<file path="src/sv/pbrd_pkg.sv">
// Shared types and constants for the pulse beat rate detector.
package pbrd_pkg;

   localparam int SAMPLE_W = 12;
   localparam int TIME_W   = 32;
   localparam int RATE_W   = 8;
   localparam int WEIGHT_W = 9;
   localparam int LEVEL_W  = 20;
   localparam int DIV_W    = 16;
   localparam int CSR_IDX_W  = 2;
   localparam int CSR_DATA_W = 12;

   localparam logic [WEIGHT_W-1:0] WEIGHT_FULL   = 9'd256;
   localparam logic [TIME_W-1:0]   REFRACTORY_MS = 32'd300;
   localparam logic [DIV_W-1:0]    MS_PER_MINUTE = 16'd60000;
   localparam logic [DIV_W-1:0]    RATE_LOW      = 16'd40;
   localparam logic [DIV_W-1:0]    RATE_HIGH     = 16'd200;

   localparam logic [CSR_IDX_W-1:0] CSR_FILTER_WEIGHT    = 2'd0;
   localparam logic [CSR_IDX_W-1:0] CSR_BEAT_THRESHOLD   = 2'd1;
   localparam logic [CSR_IDX_W-1:0] CSR_HYSTERESIS_WIDTH = 2'd2;

   typedef struct packed {
      logic [SAMPLE_W-1:0] sample;
      logic [TIME_W-1:0]   time_ms;
      logic                monitoring;
   } req_type;

   typedef struct packed {
      logic              pulse_high;
      logic              beat_seen;
      logic              rate_accepted;
      logic              average_sent;
      logic [RATE_W-1:0] beat_rate;
      logic [RATE_W-1:0] average_rate;
      logic              finger_present;
   } rsp_type;

   typedef enum logic [2:0] {
      ST_IDLE,
      ST_FILT_A,
      ST_FILT_B,
      ST_LEVEL,
      ST_RATE,
      ST_AVG_START,
      ST_AVG_WAIT,
      ST_OUT
   } state_type;

endpackage

</file>
<file path="src/sv/pulse_beat_rate_detector.sv">
// Pulse beat rate detector top level: filter, hysteresis, beat timing, rate averaging.
// Each sample runs the filter and level steps; a beat adds a rate division, and an accepted rate
// adds an averaging division; both divisions run on the shared divider.
// One sample at a time: req_ready is high only while the sequencer is idle.
// Reset (synchronous) restores register defaults and clears filter, beat time, rates and ring.
module pulse_beat_rate_detector #(
   parameter int RING_DEPTH = 4
) (
   input  logic                                clock,
   input  logic                                reset,
   input  logic                                req_valid,
   output logic                                req_ready,
   input  pbrd_pkg::req_type                   req_data,
   output logic                                rsp_valid,
   input  logic                                rsp_ready,
   output pbrd_pkg::rsp_type                   rsp_data,
   input  logic                                csr_valid,
   output logic                                csr_ready,
   input  logic [pbrd_pkg::CSR_IDX_W-1:0]      csr_index,
   input  logic [pbrd_pkg::CSR_DATA_W-1:0]     csr_data
);

   localparam int CNT_W = $clog2(RING_DEPTH + 1);
   localparam int SUM_W = pbrd_pkg::RATE_W + CNT_W;
   localparam int ACC_W = pbrd_pkg::WEIGHT_W + pbrd_pkg::LEVEL_W;

   pbrd_pkg::state_type state_ff, state_in;

   logic [pbrd_pkg::WEIGHT_W-1:0]   weight_ff, weight_in;
   logic [pbrd_pkg::SAMPLE_W-1:0]   thr_ff, thr_in;
   logic [pbrd_pkg::SAMPLE_W-1:0]   hyst_ff, hyst_in;

   logic [pbrd_pkg::SAMPLE_W-1:0]   sample_ff, sample_in;
   logic [pbrd_pkg::TIME_W-1:0]     time_ff, time_in;
   logic                            mon_ff, mon_in;
   logic [ACC_W-1:0]                acc_ff, acc_in;
   logic [pbrd_pkg::LEVEL_W-1:0]    smoothed_ff, smoothed_in;
   logic                            prev_high_ff, prev_high_in;
   logic [pbrd_pkg::TIME_W-1:0]     last_beat_ff, last_beat_in;
   logic [pbrd_pkg::RATE_W-1:0]     rate_ff, rate_in;
   logic [pbrd_pkg::RATE_W-1:0]     avg_ff, avg_in;
   logic                            beat_ff, beat_in;
   logic                            accepted_ff, accepted_in;
   logic                            rsp_valid_ff, rsp_valid_in;
   pbrd_pkg::rsp_type               rsp_data_ff, rsp_data_in;

   logic [pbrd_pkg::WEIGHT_W-1:0]   w_sat;
   logic [pbrd_pkg::WEIGHT_W-1:0]   mul_a;
   logic [pbrd_pkg::LEVEL_W-1:0]    mul_b;
   logic [ACC_W-1:0]                prod;
   logic [ACC_W-1:0]                filt_sum;
   logic                            mul_sel_b;
   logic [pbrd_pkg::SAMPLE_W:0]     lower_diff;
   logic                            above;
   logic                            below;
   logic                            level_high;
   logic [pbrd_pkg::TIME_W-1:0]     delta;
   logic                            beat_go;
   logic                            rate_ok;
   logic                            out_free;

   logic                            div_start;
   logic [pbrd_pkg::DIV_W-1:0]      div_dividend;
   logic [pbrd_pkg::TIME_W-1:0]     div_divisor;
   logic                            div_busy;
   logic                            div_done;
   logic [pbrd_pkg::DIV_W-1:0]      div_quo;

   logic                            ring_wr;
   logic [SUM_W-1:0]                ring_sum;
   logic [CNT_W-1:0]                ring_count;

   pbrd_divider u_divider (
      .clock    (clock),
      .reset    (reset),
      .start    (div_start),
      .dividend (div_dividend),
      .divisor  (div_divisor),
      .busy     (div_busy),
      .done     (div_done),
      .quotient (div_quo)
   );

   pbrd_ring #(
      .DEPTH (RING_DEPTH)
   ) u_ring (
      .clock   (clock),
      .reset   (reset),
      .wr_en   (ring_wr),
      .wr_data (div_quo[pbrd_pkg::RATE_W-1:0]),
      .sum     (ring_sum),
      .count   (ring_count)
   );

   // shared filter multiplier
   assign w_sat    = (weight_ff > pbrd_pkg::WEIGHT_FULL) ? pbrd_pkg::WEIGHT_FULL : weight_ff;
   assign mul_a    = mul_sel_b ? (pbrd_pkg::WEIGHT_FULL - w_sat) : w_sat;
   assign mul_b    = mul_sel_b ? smoothed_ff : pbrd_pkg::LEVEL_W'(sample_ff);
   assign prod     = ACC_W'(mul_a) * ACC_W'(mul_b);
   assign filt_sum = acc_ff + prod;

   assign lower_diff = {1'b0, thr_ff} - {1'b0, hyst_ff};
   assign above      = smoothed_ff > {thr_ff, 8'b0};
   assign below      = !lower_diff[pbrd_pkg::SAMPLE_W]
                       && (smoothed_ff[pbrd_pkg::LEVEL_W-1:8] < lower_diff[pbrd_pkg::SAMPLE_W-1:0]);
   assign level_high = above ? 1'b1 : (below ? 1'b0 : prev_high_ff);
   assign delta      = time_ff - last_beat_ff;
   assign beat_go    = level_high && !prev_high_ff && (delta > pbrd_pkg::REFRACTORY_MS);
   assign rate_ok    = (div_quo > pbrd_pkg::RATE_LOW) && (div_quo < pbrd_pkg::RATE_HIGH);
   assign out_free   = !rsp_valid_ff || rsp_ready;

   // next state
   always_comb begin
      state_in = state_ff;
      case (state_ff)
         pbrd_pkg::ST_IDLE:      if (req_valid) state_in = pbrd_pkg::ST_FILT_A;
         pbrd_pkg::ST_FILT_A:    state_in = pbrd_pkg::ST_FILT_B;
         pbrd_pkg::ST_FILT_B:    state_in = pbrd_pkg::ST_LEVEL;
         pbrd_pkg::ST_LEVEL:     state_in = beat_go ? pbrd_pkg::ST_RATE : pbrd_pkg::ST_OUT;
         pbrd_pkg::ST_RATE: begin
            if (div_done) begin
               state_in = rate_ok ? pbrd_pkg::ST_AVG_START : pbrd_pkg::ST_OUT;
            end
         end
         pbrd_pkg::ST_AVG_START: state_in = pbrd_pkg::ST_AVG_WAIT;
         pbrd_pkg::ST_AVG_WAIT:  if (div_done) state_in = pbrd_pkg::ST_OUT;
         pbrd_pkg::ST_OUT:       if (out_free) state_in = pbrd_pkg::ST_IDLE;
         default:                state_in = pbrd_pkg::ST_IDLE;
      endcase
   end

   // sequencer outputs
   always_comb begin
      req_ready    = 1'b0;
      mul_sel_b    = 1'b0;
      div_start    = 1'b0;
      div_dividend = pbrd_pkg::MS_PER_MINUTE;
      div_divisor  = delta;
      ring_wr      = 1'b0;
      case (state_ff)
         pbrd_pkg::ST_IDLE:      req_ready = 1'b1;
         pbrd_pkg::ST_FILT_B:    mul_sel_b = 1'b1;
         pbrd_pkg::ST_LEVEL:     div_start = beat_go;
         pbrd_pkg::ST_RATE:      ring_wr   = div_done && rate_ok;
         pbrd_pkg::ST_AVG_START: begin
            div_start    = 1'b1;
            div_dividend = pbrd_pkg::DIV_W'(ring_sum);
            div_divisor  = pbrd_pkg::TIME_W'(ring_count);
         end
         default:                req_ready = 1'b0;
      endcase
   end

   // datapath
   always_comb begin
      weight_in    = weight_ff;
      thr_in       = thr_ff;
      hyst_in      = hyst_ff;
      sample_in    = sample_ff;
      time_in      = time_ff;
      mon_in       = mon_ff;
      acc_in       = acc_ff;
      smoothed_in  = smoothed_ff;
      prev_high_in = prev_high_ff;
      last_beat_in = last_beat_ff;
      rate_in      = rate_ff;
      avg_in       = avg_ff;
      beat_in      = beat_ff;
      accepted_in  = accepted_ff;
      rsp_valid_in = rsp_valid_ff && !rsp_ready;
      rsp_data_in  = rsp_data_ff;

      if (csr_valid) begin
         case (csr_index)
            pbrd_pkg::CSR_FILTER_WEIGHT:    weight_in = csr_data[pbrd_pkg::WEIGHT_W-1:0];
            pbrd_pkg::CSR_BEAT_THRESHOLD:   thr_in    = csr_data;
            pbrd_pkg::CSR_HYSTERESIS_WIDTH: hyst_in   = csr_data;
            default:                        weight_in = weight_ff;
         endcase
      end

      case (state_ff)
         pbrd_pkg::ST_IDLE: begin
            if (req_valid) begin
               sample_in   = req_data.sample;
               time_in     = req_data.time_ms;
               mon_in      = req_data.monitoring;
               beat_in     = 1'b0;
               accepted_in = 1'b0;
            end
         end
         pbrd_pkg::ST_FILT_A: acc_in = {prod[ACC_W-9:0], 8'b0};
         pbrd_pkg::ST_FILT_B: smoothed_in = filt_sum[pbrd_pkg::LEVEL_W+7:8];
         pbrd_pkg::ST_LEVEL: begin
            prev_high_in = level_high;
            if (beat_go) begin
               beat_in      = 1'b1;
               last_beat_in = time_ff;
            end
         end
         pbrd_pkg::ST_RATE: begin
            if (div_done) begin
               rate_in     = div_quo[pbrd_pkg::RATE_W-1:0];
               accepted_in = rate_ok;
            end
         end
         pbrd_pkg::ST_AVG_WAIT: begin
            if (div_done) avg_in = div_quo[pbrd_pkg::RATE_W-1:0];
         end
         pbrd_pkg::ST_OUT: begin
            if (out_free) begin
               rsp_valid_in               = 1'b1;
               rsp_data_in.pulse_high     = prev_high_ff;
               rsp_data_in.beat_seen      = beat_ff;
               rsp_data_in.rate_accepted  = accepted_ff;
               rsp_data_in.average_sent   = accepted_ff && mon_ff;
               rsp_data_in.beat_rate      = rate_ff;
               rsp_data_in.average_rate   = avg_ff;
               rsp_data_in.finger_present = rate_ff != '0;
            end
         end
         default: acc_in = acc_ff;
      endcase
   end

   always_ff @(posedge clock) begin
      if (reset) begin
         state_ff     <= pbrd_pkg::ST_IDLE;
         weight_ff    <= 9'd26;
         thr_ff       <= 12'd2048;
         hyst_ff      <= 12'd100;
         smoothed_ff  <= '0;
         prev_high_ff <= 1'b0;
         last_beat_ff <= '0;
         rate_ff      <= '0;
         avg_ff       <= '0;
         rsp_valid_ff <= 1'b0;
      end else begin
         state_ff     <= state_in;
         weight_ff    <= weight_in;
         thr_ff       <= thr_in;
         hyst_ff      <= hyst_in;
         smoothed_ff  <= smoothed_in;
         prev_high_ff <= prev_high_in;
         last_beat_ff <= last_beat_in;
         rate_ff      <= rate_in;
         avg_ff       <= avg_in;
         rsp_valid_ff <= rsp_valid_in;
      end
   end

   always_ff @(posedge clock) begin
      sample_in_reg: begin
         sample_ff   <= sample_in;
         time_ff     <= time_in;
         mon_ff      <= mon_in;
         acc_ff      <= acc_in;
         beat_ff     <= beat_in;
         accepted_ff <= accepted_in;
         rsp_data_ff <= rsp_data_in;
      end
   end

   assign csr_ready = 1'b1;
   assign rsp_valid = rsp_valid_ff;
   assign rsp_data  = rsp_data_ff;

   a_idle_div_free: assert property (@(posedge clock) disable iff (reset)
      (state_ff == pbrd_pkg::ST_IDLE) |-> !div_busy)
      else $error("divider busy while sequencer idle");

   a_done_expected: assert property (@(posedge clock) disable iff (reset)
      div_done |-> (state_ff == pbrd_pkg::ST_RATE || state_ff == pbrd_pkg::ST_AVG_WAIT))
      else $error("divider result outside a wait state");

   a_accept_needs_beat: assert property (@(posedge clock) disable iff (reset)
      (rsp_valid_ff && rsp_data_ff.rate_accepted) |-> rsp_data_ff.beat_seen)
      else $error("rate accepted without a beat");

   a_ring_write_on_beat: assert property (@(posedge clock) disable iff (reset)
      ring_wr |-> (beat_ff && $past(div_start, 17)))
      else $error("ring write without a rate division");

endmodule

</file>
<file path="src/sv/pbrd_divider.sv">
// Shared restoring divider, one quotient bit per cycle.
module pbrd_divider (
   input  logic                        clock,
   input  logic                        reset,
   input  logic                        start,
   input  logic [pbrd_pkg::DIV_W-1:0]  dividend,
   input  logic [pbrd_pkg::TIME_W-1:0] divisor,
   output logic                        busy,
   output logic                        done,
   output logic [pbrd_pkg::DIV_W-1:0]  quotient
);

   localparam int CNT_W = $clog2(pbrd_pkg::DIV_W + 1);
   localparam int REM_W = pbrd_pkg::TIME_W;

   logic [CNT_W-1:0]          cnt_ff, cnt_in;
   logic                      busy_ff, busy_in;
   logic                      done_ff, done_in;
   logic [REM_W-1:0]          rem_ff, rem_in;
   logic [REM_W-1:0]          dvs_ff, dvs_in;
   logic [pbrd_pkg::DIV_W-1:0] quo_ff, quo_in;
   logic [REM_W:0]            shifted;
   logic [REM_W:0]            trial;
   logic                      ge;

   assign shifted = {rem_ff, quo_ff[pbrd_pkg::DIV_W-1]};
   assign trial   = shifted - {1'b0, dvs_ff};
   assign ge      = !trial[REM_W];

   always_comb begin
      cnt_in  = cnt_ff;
      busy_in = busy_ff;
      done_in = 1'b0;
      rem_in  = rem_ff;
      dvs_in  = dvs_ff;
      quo_in  = quo_ff;
      if (start) begin
         cnt_in  = CNT_W'(pbrd_pkg::DIV_W);
         busy_in = 1'b1;
         rem_in  = '0;
         dvs_in  = divisor;
         quo_in  = dividend;
      end else if (busy_ff) begin
         rem_in = ge ? trial[REM_W-1:0] : shifted[REM_W-1:0];
         quo_in = {quo_ff[pbrd_pkg::DIV_W-2:0], ge};
         cnt_in = cnt_ff - 1'b1;
         if (cnt_ff == CNT_W'(1)) begin
            busy_in = 1'b0;
            done_in = 1'b1;
         end
      end
   end

   always_ff @(posedge clock) begin
      if (reset) begin
         busy_ff <= 1'b0;
         done_ff <= 1'b0;
         cnt_ff  <= '0;
      end else begin
         busy_ff <= busy_in;
         done_ff <= done_in;
         cnt_ff  <= cnt_in;
      end
   end

   always_ff @(posedge clock) begin
      rem_ff <= rem_in;
      dvs_ff <= dvs_in;
      quo_ff <= quo_in;
   end

   assign busy     = busy_ff;
   assign done     = done_ff;
   assign quotient = quo_ff;

endmodule

</file>
<file path="src/sv/pbrd_ring.sv">
// Ring of recent rates with running sum and nonzero count.
module pbrd_ring #(
   parameter int DEPTH = 4
) (
   input  logic                                clock,
   input  logic                                reset,
   input  logic                                wr_en,
   input  logic [pbrd_pkg::RATE_W-1:0]         wr_data,
   output logic [pbrd_pkg::RATE_W+$clog2(DEPTH+1)-1:0] sum,
   output logic [$clog2(DEPTH+1)-1:0]          count
);

   localparam int IDX_W = (DEPTH > 1) ? $clog2(DEPTH) : 1;
   localparam int CNT_W = $clog2(DEPTH + 1);
   localparam int SUM_W = pbrd_pkg::RATE_W + CNT_W;

   logic [pbrd_pkg::RATE_W-1:0] entry_ff [DEPTH];
   logic [IDX_W-1:0]            pos_ff, pos_in;
   logic [SUM_W-1:0]            sum_ff, sum_in;
   logic [CNT_W-1:0]            count_ff, count_in;
   logic [pbrd_pkg::RATE_W-1:0] old_entry;

   assign old_entry = entry_ff[pos_ff];

   always_comb begin
      pos_in   = pos_ff;
      sum_in   = sum_ff;
      count_in = count_ff;
      if (wr_en) begin
         pos_in   = (pos_ff == IDX_W'(DEPTH - 1)) ? '0 : pos_ff + 1'b1;
         sum_in   = sum_ff - SUM_W'(old_entry) + SUM_W'(wr_data);
         count_in = count_ff + CNT_W'(wr_data != '0) - CNT_W'(old_entry != '0);
      end
   end

   always_ff @(posedge clock) begin
      if (reset) begin
         pos_ff   <= '0;
         sum_ff   <= '0;
         count_ff <= '0;
         for (int i = 0; i < DEPTH; i++) begin
            entry_ff[i] <= '0;
         end
      end else begin
         pos_ff   <= pos_in;
         sum_ff   <= sum_in;
         count_ff <= count_in;
         if (wr_en) begin
            entry_ff[pos_ff] <= wr_data;
         end
      end
   end

   assign sum   = sum_ff;
   assign count = count_ff;

endmodule
</file>
<file path="config.mk">
export PLATFORM = sky130hd
export DESIGN_NAME = pulse_beat_rate_detector
export DESIGN_NICKNAME = d
export VERILOG_FILES = /design/src/sv/pbrd_pkg.sv /design/src/sv/pulse_beat_rate_detector.sv /design/src/sv/pbrd_divider.sv /design/src/sv/pbrd_ring.sv
export SDC_FILE = /design/constraint.sdc
export NUM_CORES = 1
export LEC_CHECK = 0
export BUFFER_PORTS_ARGS = -buffer_cell sky130_fd_sc_hd__buf_2
export CORE_UTILIZATION = 40
export CTS_CLUSTER_SIZE = 16
export DETAILED_ROUTE_END_ITERATION = 16
export HOLD_SLACK_MARGIN = 0.06
export MAX_ROUTING_LAYER = met4
export SLEW_MARGIN = 40
export SYNTH_ARGS = -nofsm -noshare
export SYNTH_HDL_FRONTEND = slang
export SYNTH_SLANG_ARGS = --single-unit
</file>
<file path="constraint.sdc">
create_clock -name clock -period 9.3 [get_ports clock]
set_input_delay 1.86 -clock clock [delete_from_list [all_inputs] [get_ports clock]]
set_output_delay 1.86 -clock clock [all_outputs]
set_load 0.005 [all_outputs]
</file>
==> impl_metrics.env, run 1 <==
export IMPL_cts_inserted_buffers=40
export IMPL_ys_types=80
export IMPL_fin_hold_ws_ps=418
export IMPL_chipHeight_um=250
export IMPL_clock_latency_ps=580
export IMPL_dp_cells=3465
export IMPL_worst_slew_pin_transition_ps=785
export IMPL_cp_top_family="compound AO/OA/AOI/OAI gates"
export IMPL_hold_class="flop to flop"
export IMPL_cp_required_ps=9790
export IMPL_synth_seq_cells=331
export IMPL_maxSlewViolCount=0
export IMPL_p_per_area_mw_per_mm2=345
export IMPL_worst_slack_ps=648
export IMPL_slew_headroom_pct=46.3
export IMPL_cp_max_fo=22
export IMPL_finish_utilization_pct=44.7
export IMPL_layout_drive_gt1_share_pct=8.48
export IMPL_dieWidth_um=250
export IMPL_synth_area_leader_cell="edfxtp_1"
export IMPL_grt_pass1_wl_um=104000
export IMPL_synthFlopType="edfxtp_1"
export IMPL_critical_path_buf_inv_count=3
export IMPL_synth_edf_count=168
export IMPL_outcome="complete, no violations"
export IMPL_vias_per_cell=5.46
export IMPL_hold_viol_final=0
export IMPL_antenna_left=0
export IMPL_yosys_warnings=0
export IMPL_skew_ps=27.0
export IMPL_post_cts_resized=0
export IMPL_syn_cell_area_mm2=0.0245
export IMPL_rows=90
export IMPL_dpl_worst_slack_ps=758
export IMPL_cap_violations=0
export IMPL_numClockSinks=331
export IMPL_coreArea_mm2=0.0605
export IMPL_cts_root_buf="clkbuf_16"
export IMPL_dpl_hpwl_um=48200
export IMPL_finalNonFillerCells=3540
export IMPL_drc_errors=0
export IMPL_synth_top_area_share_pct=20.6
export IMPL_final_setup_viol_count=0
export IMPL_irDropWorstVdd_mv=0.364
export IMPL_htreeDepth=2
export IMPL_cts_setup_buffers=0
export IMPL_num_antenna_cells=0
export IMPL_initial_core_util_pct=40.6
export IMPL_drtIter0Drc=1424
export IMPL_p_leak_nw=11.4
export IMPL_cp_slowest_stage_delay_ps=760
export IMPL_ys_top_cells_by_area="edfxtp_1 (21%), dfxtp_1 (13%), fa_1 (11%), ha_1 (9.3%), inv_1 (4.7%)"
export IMPL_synth_top_cells_by_count="inv_1 (306), nand2_1 (299), nor2_1 (244)"
export IMPL_fin_crit_ps=8650
export IMPL_cp_slowest_cell="dfxtp_1"
export IMPL_post_dp_cell_area_mm2=0.0257
export IMPL_place_gp_congestion=0.943
export IMPL_areaGrowthSynthToFinish_pct=10.2
export IMPL_critPathKind="flop to flop"
export IMPL_grt_overflow_total=0
export IMPL_synth_most_common_cell="inv_1"
export IMPL_wire_per_inst_um=18.2
export IMPL_syn_nets=3074
export IMPL_dr_pass1_iters=5
export IMPL_fillers=5742
export IMPL_final_area_mm2=0.0271
export IMPL_cts_hold_fix_buffers=0
export IMPL_ys_seq_area_share_pct=33.9
export IMPL_antenna_found_initial=1
export IMPL_nNetsFinal=3111
export IMPL_routed_wl_um=64300
export IMPL_synthCells=2689
export IMPL_grt_max_degree=146
export IMPL_p_total_mw=9.34
export IMPL_grt_pass1_vias=19200
export IMPL_tns_ps=0
export IMPL_end_kind="flop"
export IMPL_rsz0062_at_grt="no"
export IMPL_die_area_mm2=0.0623
export IMPL_io_buffers=86
export IMPL_cp_start_kind="flop"
export IMPL_fmaxAchievable_mhz=116
export IMPL_timing_final_crit_share_pct=93.0
export IMPL_clk_path_buf_depth=3
export IMPL_async_reset_ff_share_pct=0
export IMPL_arrival_ps=9140
export IMPL_avgSynthCellArea_um2=9.13
export IMPL_grt_usage_pct=21.3
export IMPL_io_pins=88
export IMPL_clk_pin_slew_ps=60
export IMPL_vias=19300
export IMPL_cts_tree="built"
## per-layer routing
metal / share of wire [%] / vias up / global-route usage, %
li1: - / 9327 / -
met1: 46 / 9411 / 28.3
met2: 46 / 490 / 33.6
met3: 5.1 / 98 / 2.99
met4: 2.9 / 0 / 6.56
met5: 0 / - / -
## worst paths after layout
kind | slack (ps) | startpoint | cells past startpoint | to
worst max register to register | 650 | state_ff[1] | 32 | smoothed_ff[19]
worst min-delay path | 420 | beat_ff | 0 | rsp_data[19]
worst min register to register | 420 | beat_ff | 0 | rsp_data[19]
worst max-delay path | 650 | state_ff[1] | 32 | smoothed_ff[19]
## worst register-to-register path, delay by kind of cell (launching register included)
family / cells / cell delay, ps
AOI/OAI and AO/OA: 14 / 3240
xor gates and xnor gates: 3 / 410
adders and majority gates: 6 / 2700
buffers and inverters: 3 / 150
DFF: 1 / 760
and+or+nand+nor: 6 / 1330
## flip-flops by register name, indices dropped and copies added (netlist names), 2 cells and up, named ones only
name / flops
rsp_data: 21
u_ring.sum: 11
smoothed_ff: 20
acc_ff: 20
u_divider.rem_ff: 32
u_ring.entry_ff: 32
rate_ff: 8
avg_ff: 8
thr_ff: 12
hyst_ff: 12
u_divider.dvs_ff: 32
weight_ff: 9
u_ring.count: 3
state_ff: 3
sample_ff: 12
u_divider.quotient: 16
time_ff: 32
u_ring.pos_ff: 2
u_divider.cnt_ff: 5
last_beat_ff: 32
## placed cells by master, fill, tap and decap left out, types with 29 or more instances in the layout
master | synthesis | final
a21o_1 | 41 | 41
a21oi_1 | 181 | 181
and2_1 | 40 | 38
buf_2 | 5 | 85
buf_4 | 2 | 34
clkbuf_16 | 0 | 40
dfxtp_1 | 163 | 162
edfxtp_1 | 168 | 168
fa_1 | 139 | 139
ha_1 | 182 | 182
inv_1 | 306 | 305
mux2i_1 | 50 | 50
nand2_1 | 299 | 298
nand2b_1 | 62 | 62
nand3_1 | 41 | 41
nor2_1 | 244 | 243
nor2b_1 | 29 | 29
nor3_1 | 31 | 31
nor4_1 | 31 | 31
o21a_1 | 35 | 35
o21ai_0 | 73 | 73
o31ai_1 | 42 | 42
or4_1 | 38 | 38
xnor2_1 | 86 | 86
## power breakdown
part           internal (mW)  switching, mW  leakage (nW)
clock                  0.889          0.661         0.621
combinational           2.42           3.33          7.83
sequential              1.86          0.177          2.92
total                   5.17           4.17          11.4
## logic make-up (layout without fill, tap and decap cells)
logic type	count (synthesis)	count (layout)	share of synthesized area (%)
buffers and inverters	432	501	6.85
muxes	60	60	2.87
xor gates and xnor gates	113	113	4.03
and+or+nand+nor	895	895	17.3
AOI/OAI and AO/OA	536	536	14.4
adders and majority gates	321	321	20.6
other	1	1	0.0153
DFF	331	331	33.9
## layout make-up
type / instances / area (um^2) / area share, %
clock inverters: 20 / 195 / 0.721
well taps: 782 / 978 / 3.62
repair buffers: 121 / 712 / 2.63
flip-flops and latches: 331 / 8310 / 30.7
multi-input cells: 1926 / 14600 / 54.0
clock buffers: 54 / 1090 / 4.04
inverters: 306 / 1150 / 4.25
Power figures use the tool's default switching activity.
==> run 2: changes to the inputs <==
Settings changed: CTS_BUF_LIST from default to sky130_fd_sc_hd__clkbuf_4 sky130_fd_sc_hd__clkbuf_8.
==> impl_metrics.env, run 2 (synthesis gave the netlist of run 1 again) <==
export IMPL_clk_pin_slew_ps=60
export IMPL_grt_pass1_wl_um=104000
export IMPL_cp_slowest_cell="dfxtp_1"
export IMPL_grt_pass1_vias=19400
export IMPL_nNetsFinal=3131
export IMPL_numClockSinks=331
export IMPL_grt_overflow_total=0
export IMPL_cp_slowest_stage_delay_ps=740
export IMPL_final_setup_viol_count=0
export IMPL_initial_core_util_pct=40.6
export IMPL_outcome="complete, no violations"
export IMPL_maxSlewViolCount=0
export IMPL_dpl_hpwl_um=48200
export IMPL_grt_max_degree=146
export IMPL_cp_required_ps=9910
export IMPL_arrival_ps=9250
export IMPL_place_gp_congestion=0.943
export IMPL_drc_errors=0
export IMPL_p_switching_mw=4.17
export IMPL_rsz0062_at_grt="no"
export IMPL_cts_inserted_buffers=60
export IMPL_die_area_mm2=0.0623
export IMPL_antenna_left=0
export IMPL_routed_wl_um=64500
export IMPL_p_leak_nw=11.5
export IMPL_htreeDepth=2
export IMPL_clk_path_buf_depth=3
export IMPL_coreArea_mm2=0.0605
export IMPL_io_buffers=86
export IMPL_hold_class="flop to flop"
export IMPL_drtIter0Drc=1393
export IMPL_vias=19400
export IMPL_grt_usage_pct=21.4
export IMPL_p_seq_share_pct=21.9
export IMPL_finalNonFillerCells=3579
export IMPL_r2r_setup_slack_ps=660
export IMPL_rr_worst_depth=32
export IMPL_cts_setup_buffers=0
export IMPL_hp_start="beat_ff"
export IMPL_timing_final_crit_share_pct=92.9
export IMPL_fillers=5771
export IMPL_irDropWorstVdd_mv=0.434
export IMPL_dieWidth_um=250
export IMPL_cts_root_buf="clkbuf_8"
export IMPL_p_sw_share_pct=44.8
export IMPL_vias_per_cell=5.41
export IMPL_cts_hold_fix_buffers=0
export IMPL_final_common_cell="inv_1"
export IMPL_dp_cells=3465
export IMPL_cp_max_fo=22
export IMPL_p_per_area_mw_per_mm2=344
export IMPL_cts_tree="built"
export IMPL_cp_start_kind="flop"
export IMPL_areaGrowthSynthToFinish_pct=10.4
export IMPL_chipHeight_um=250
export IMPL_rows=90
export IMPL_fin_hold_ws_ps=419
export IMPL_clkPwrFrac_pct=16.3
export IMPL_end_kind="flop"
export IMPL_worst_slew_pin_transition_ps=779
export IMPL_worstHoldEndpoint="rsp_data[19]"
export IMPL_fmaxAchievable_mhz=116
export IMPL_reg2reg_from="state_ff[1]"
export IMPL_hold_path_cell_count=0
export IMPL_comb_power_share_pct=61.8
export IMPL_post_cts_resized=0
export IMPL_cap_violations=0
export IMPL_r2r_end="smoothed_ff[19]"
export IMPL_clock_latency_ps=700
export IMPL_skew_ps=58.1
export IMPL_slew_headroom_pct=46.7
export IMPL_layout_drive_gt1_share_pct=10.1
export IMPL_tns_ps=0
export IMPL_critPathKind="flop to flop"
export IMPL_fin_crit_ps=8640
export IMPL_io_pins=88
export IMPL_dr_pass1_iters=6
export IMPL_most_common_layout_cells="inv_1 (305), nand2_1 (298), nor2_1 (243)"
export IMPL_finish_utilization_pct=44.8
export IMPL_p_int_mw=5.14
export IMPL_antenna_found_initial=1
export IMPL_num_antenna_cells=0
export IMPL_hold_viol_final=0
export IMPL_wire_per_inst_um=18.0
[run 2: changes by cell type in the layout (fill, tap and decap cells not counted)]
cell,delta
inv_16,+1
bufinv_16,+1
clkinv_4,-2
inv_4,-1
clkinvlp_4,-3
clkbuf_8,+65
clkbuf_1,-10
inv_8,+1
clkinv_8,-2
clkbuf_16,-40
clkinv_2,+6
clkbuf_4,+23
[run 2: power groups by stage]
| stage | combinational (mW) | sequential, mW | clock [mW] |
|---|---|---|---|
| 3_3_place_gp | 5.53 | 2.07 | 0 |
| 2_1_floorplan | 4.39 | 1.98 | 0 |
| 5_1_grt | 6.38 | 2.06 | 1.62 |
| 3_5_place_dp | 5.64 | 2.07 | 0 |
| 4_1_cts | 5.71 | 2.04 | 1.57 |
| 6_report | 5.75 | 2.04 | 1.52 |
[run 2: layout make-up]
| class | instances | area, um^2 | area share [%] |
|---|---|---|---|
| Clock buffer | 92 | 1120 | 4.14 |
| Clock inverter | 21 | 208 | 0.767 |
| Inverter | 306 | 1150 | 4.24 |
| Multi-Input combinational cell | 1926 | 14600 | 53.9 |
| Sequential cell | 331 | 8310 | 30.7 |
| Tap cell | 782 | 978 | 3.61 |
| Timing Repair Buffer | 121 | 712 | 2.63 |
[run 2: stage by stage]
stage               setup slack (ps)  area, um^2  power (mW)
finish                           658       27100        9.31
global route                     133       27100        10.1
CTS                              717       27100        9.31
detailed placement               758       25700        7.71
global placement                 854       25700        7.59
floorplan                       1470       24500        6.37
[run 2: worst max-delay path by stage]
stage,cells past startpoint,start,end,slack (ps)
5_1_grt,32,state_ff[1],smoothed_ff[19],130
3_3_place_gp,32,state_ff[1],smoothed_ff[19],850
3_5_place_dp,32,state_ff[1],smoothed_ff[19],760
6_report,32,state_ff[1],smoothed_ff[19],660
4_1_cts,32,state_ff[1],smoothed_ff[19],720
2_1_floorplan,35,weight_ff[8],smoothed_ff[19],1470
[run 2: worst max-delay path: cells and delay by family, from the launching register on]
family	cells	cell delay [ps]
AO/OA/AOI/OAI	14	3240
adder cells (fa/ha/maj)	6	2680
AND/OR/NAND/NOR	6	1320
flip-flops	1	740
XOR/XNOR	3	410
buffers and inverters	3	150
[run 2: per-layer routing]
layer | vias up | global-route usage [%] | wire [um]
met4 | 0 | 6.77 | 1950
li1 | 9385 | - | -
met5 | - | - | 0
met3 | 118 | 3.24 | 3430
met1 | 9370 | 28.0 | 29600
met2 | 488 | 33.9 | 29500
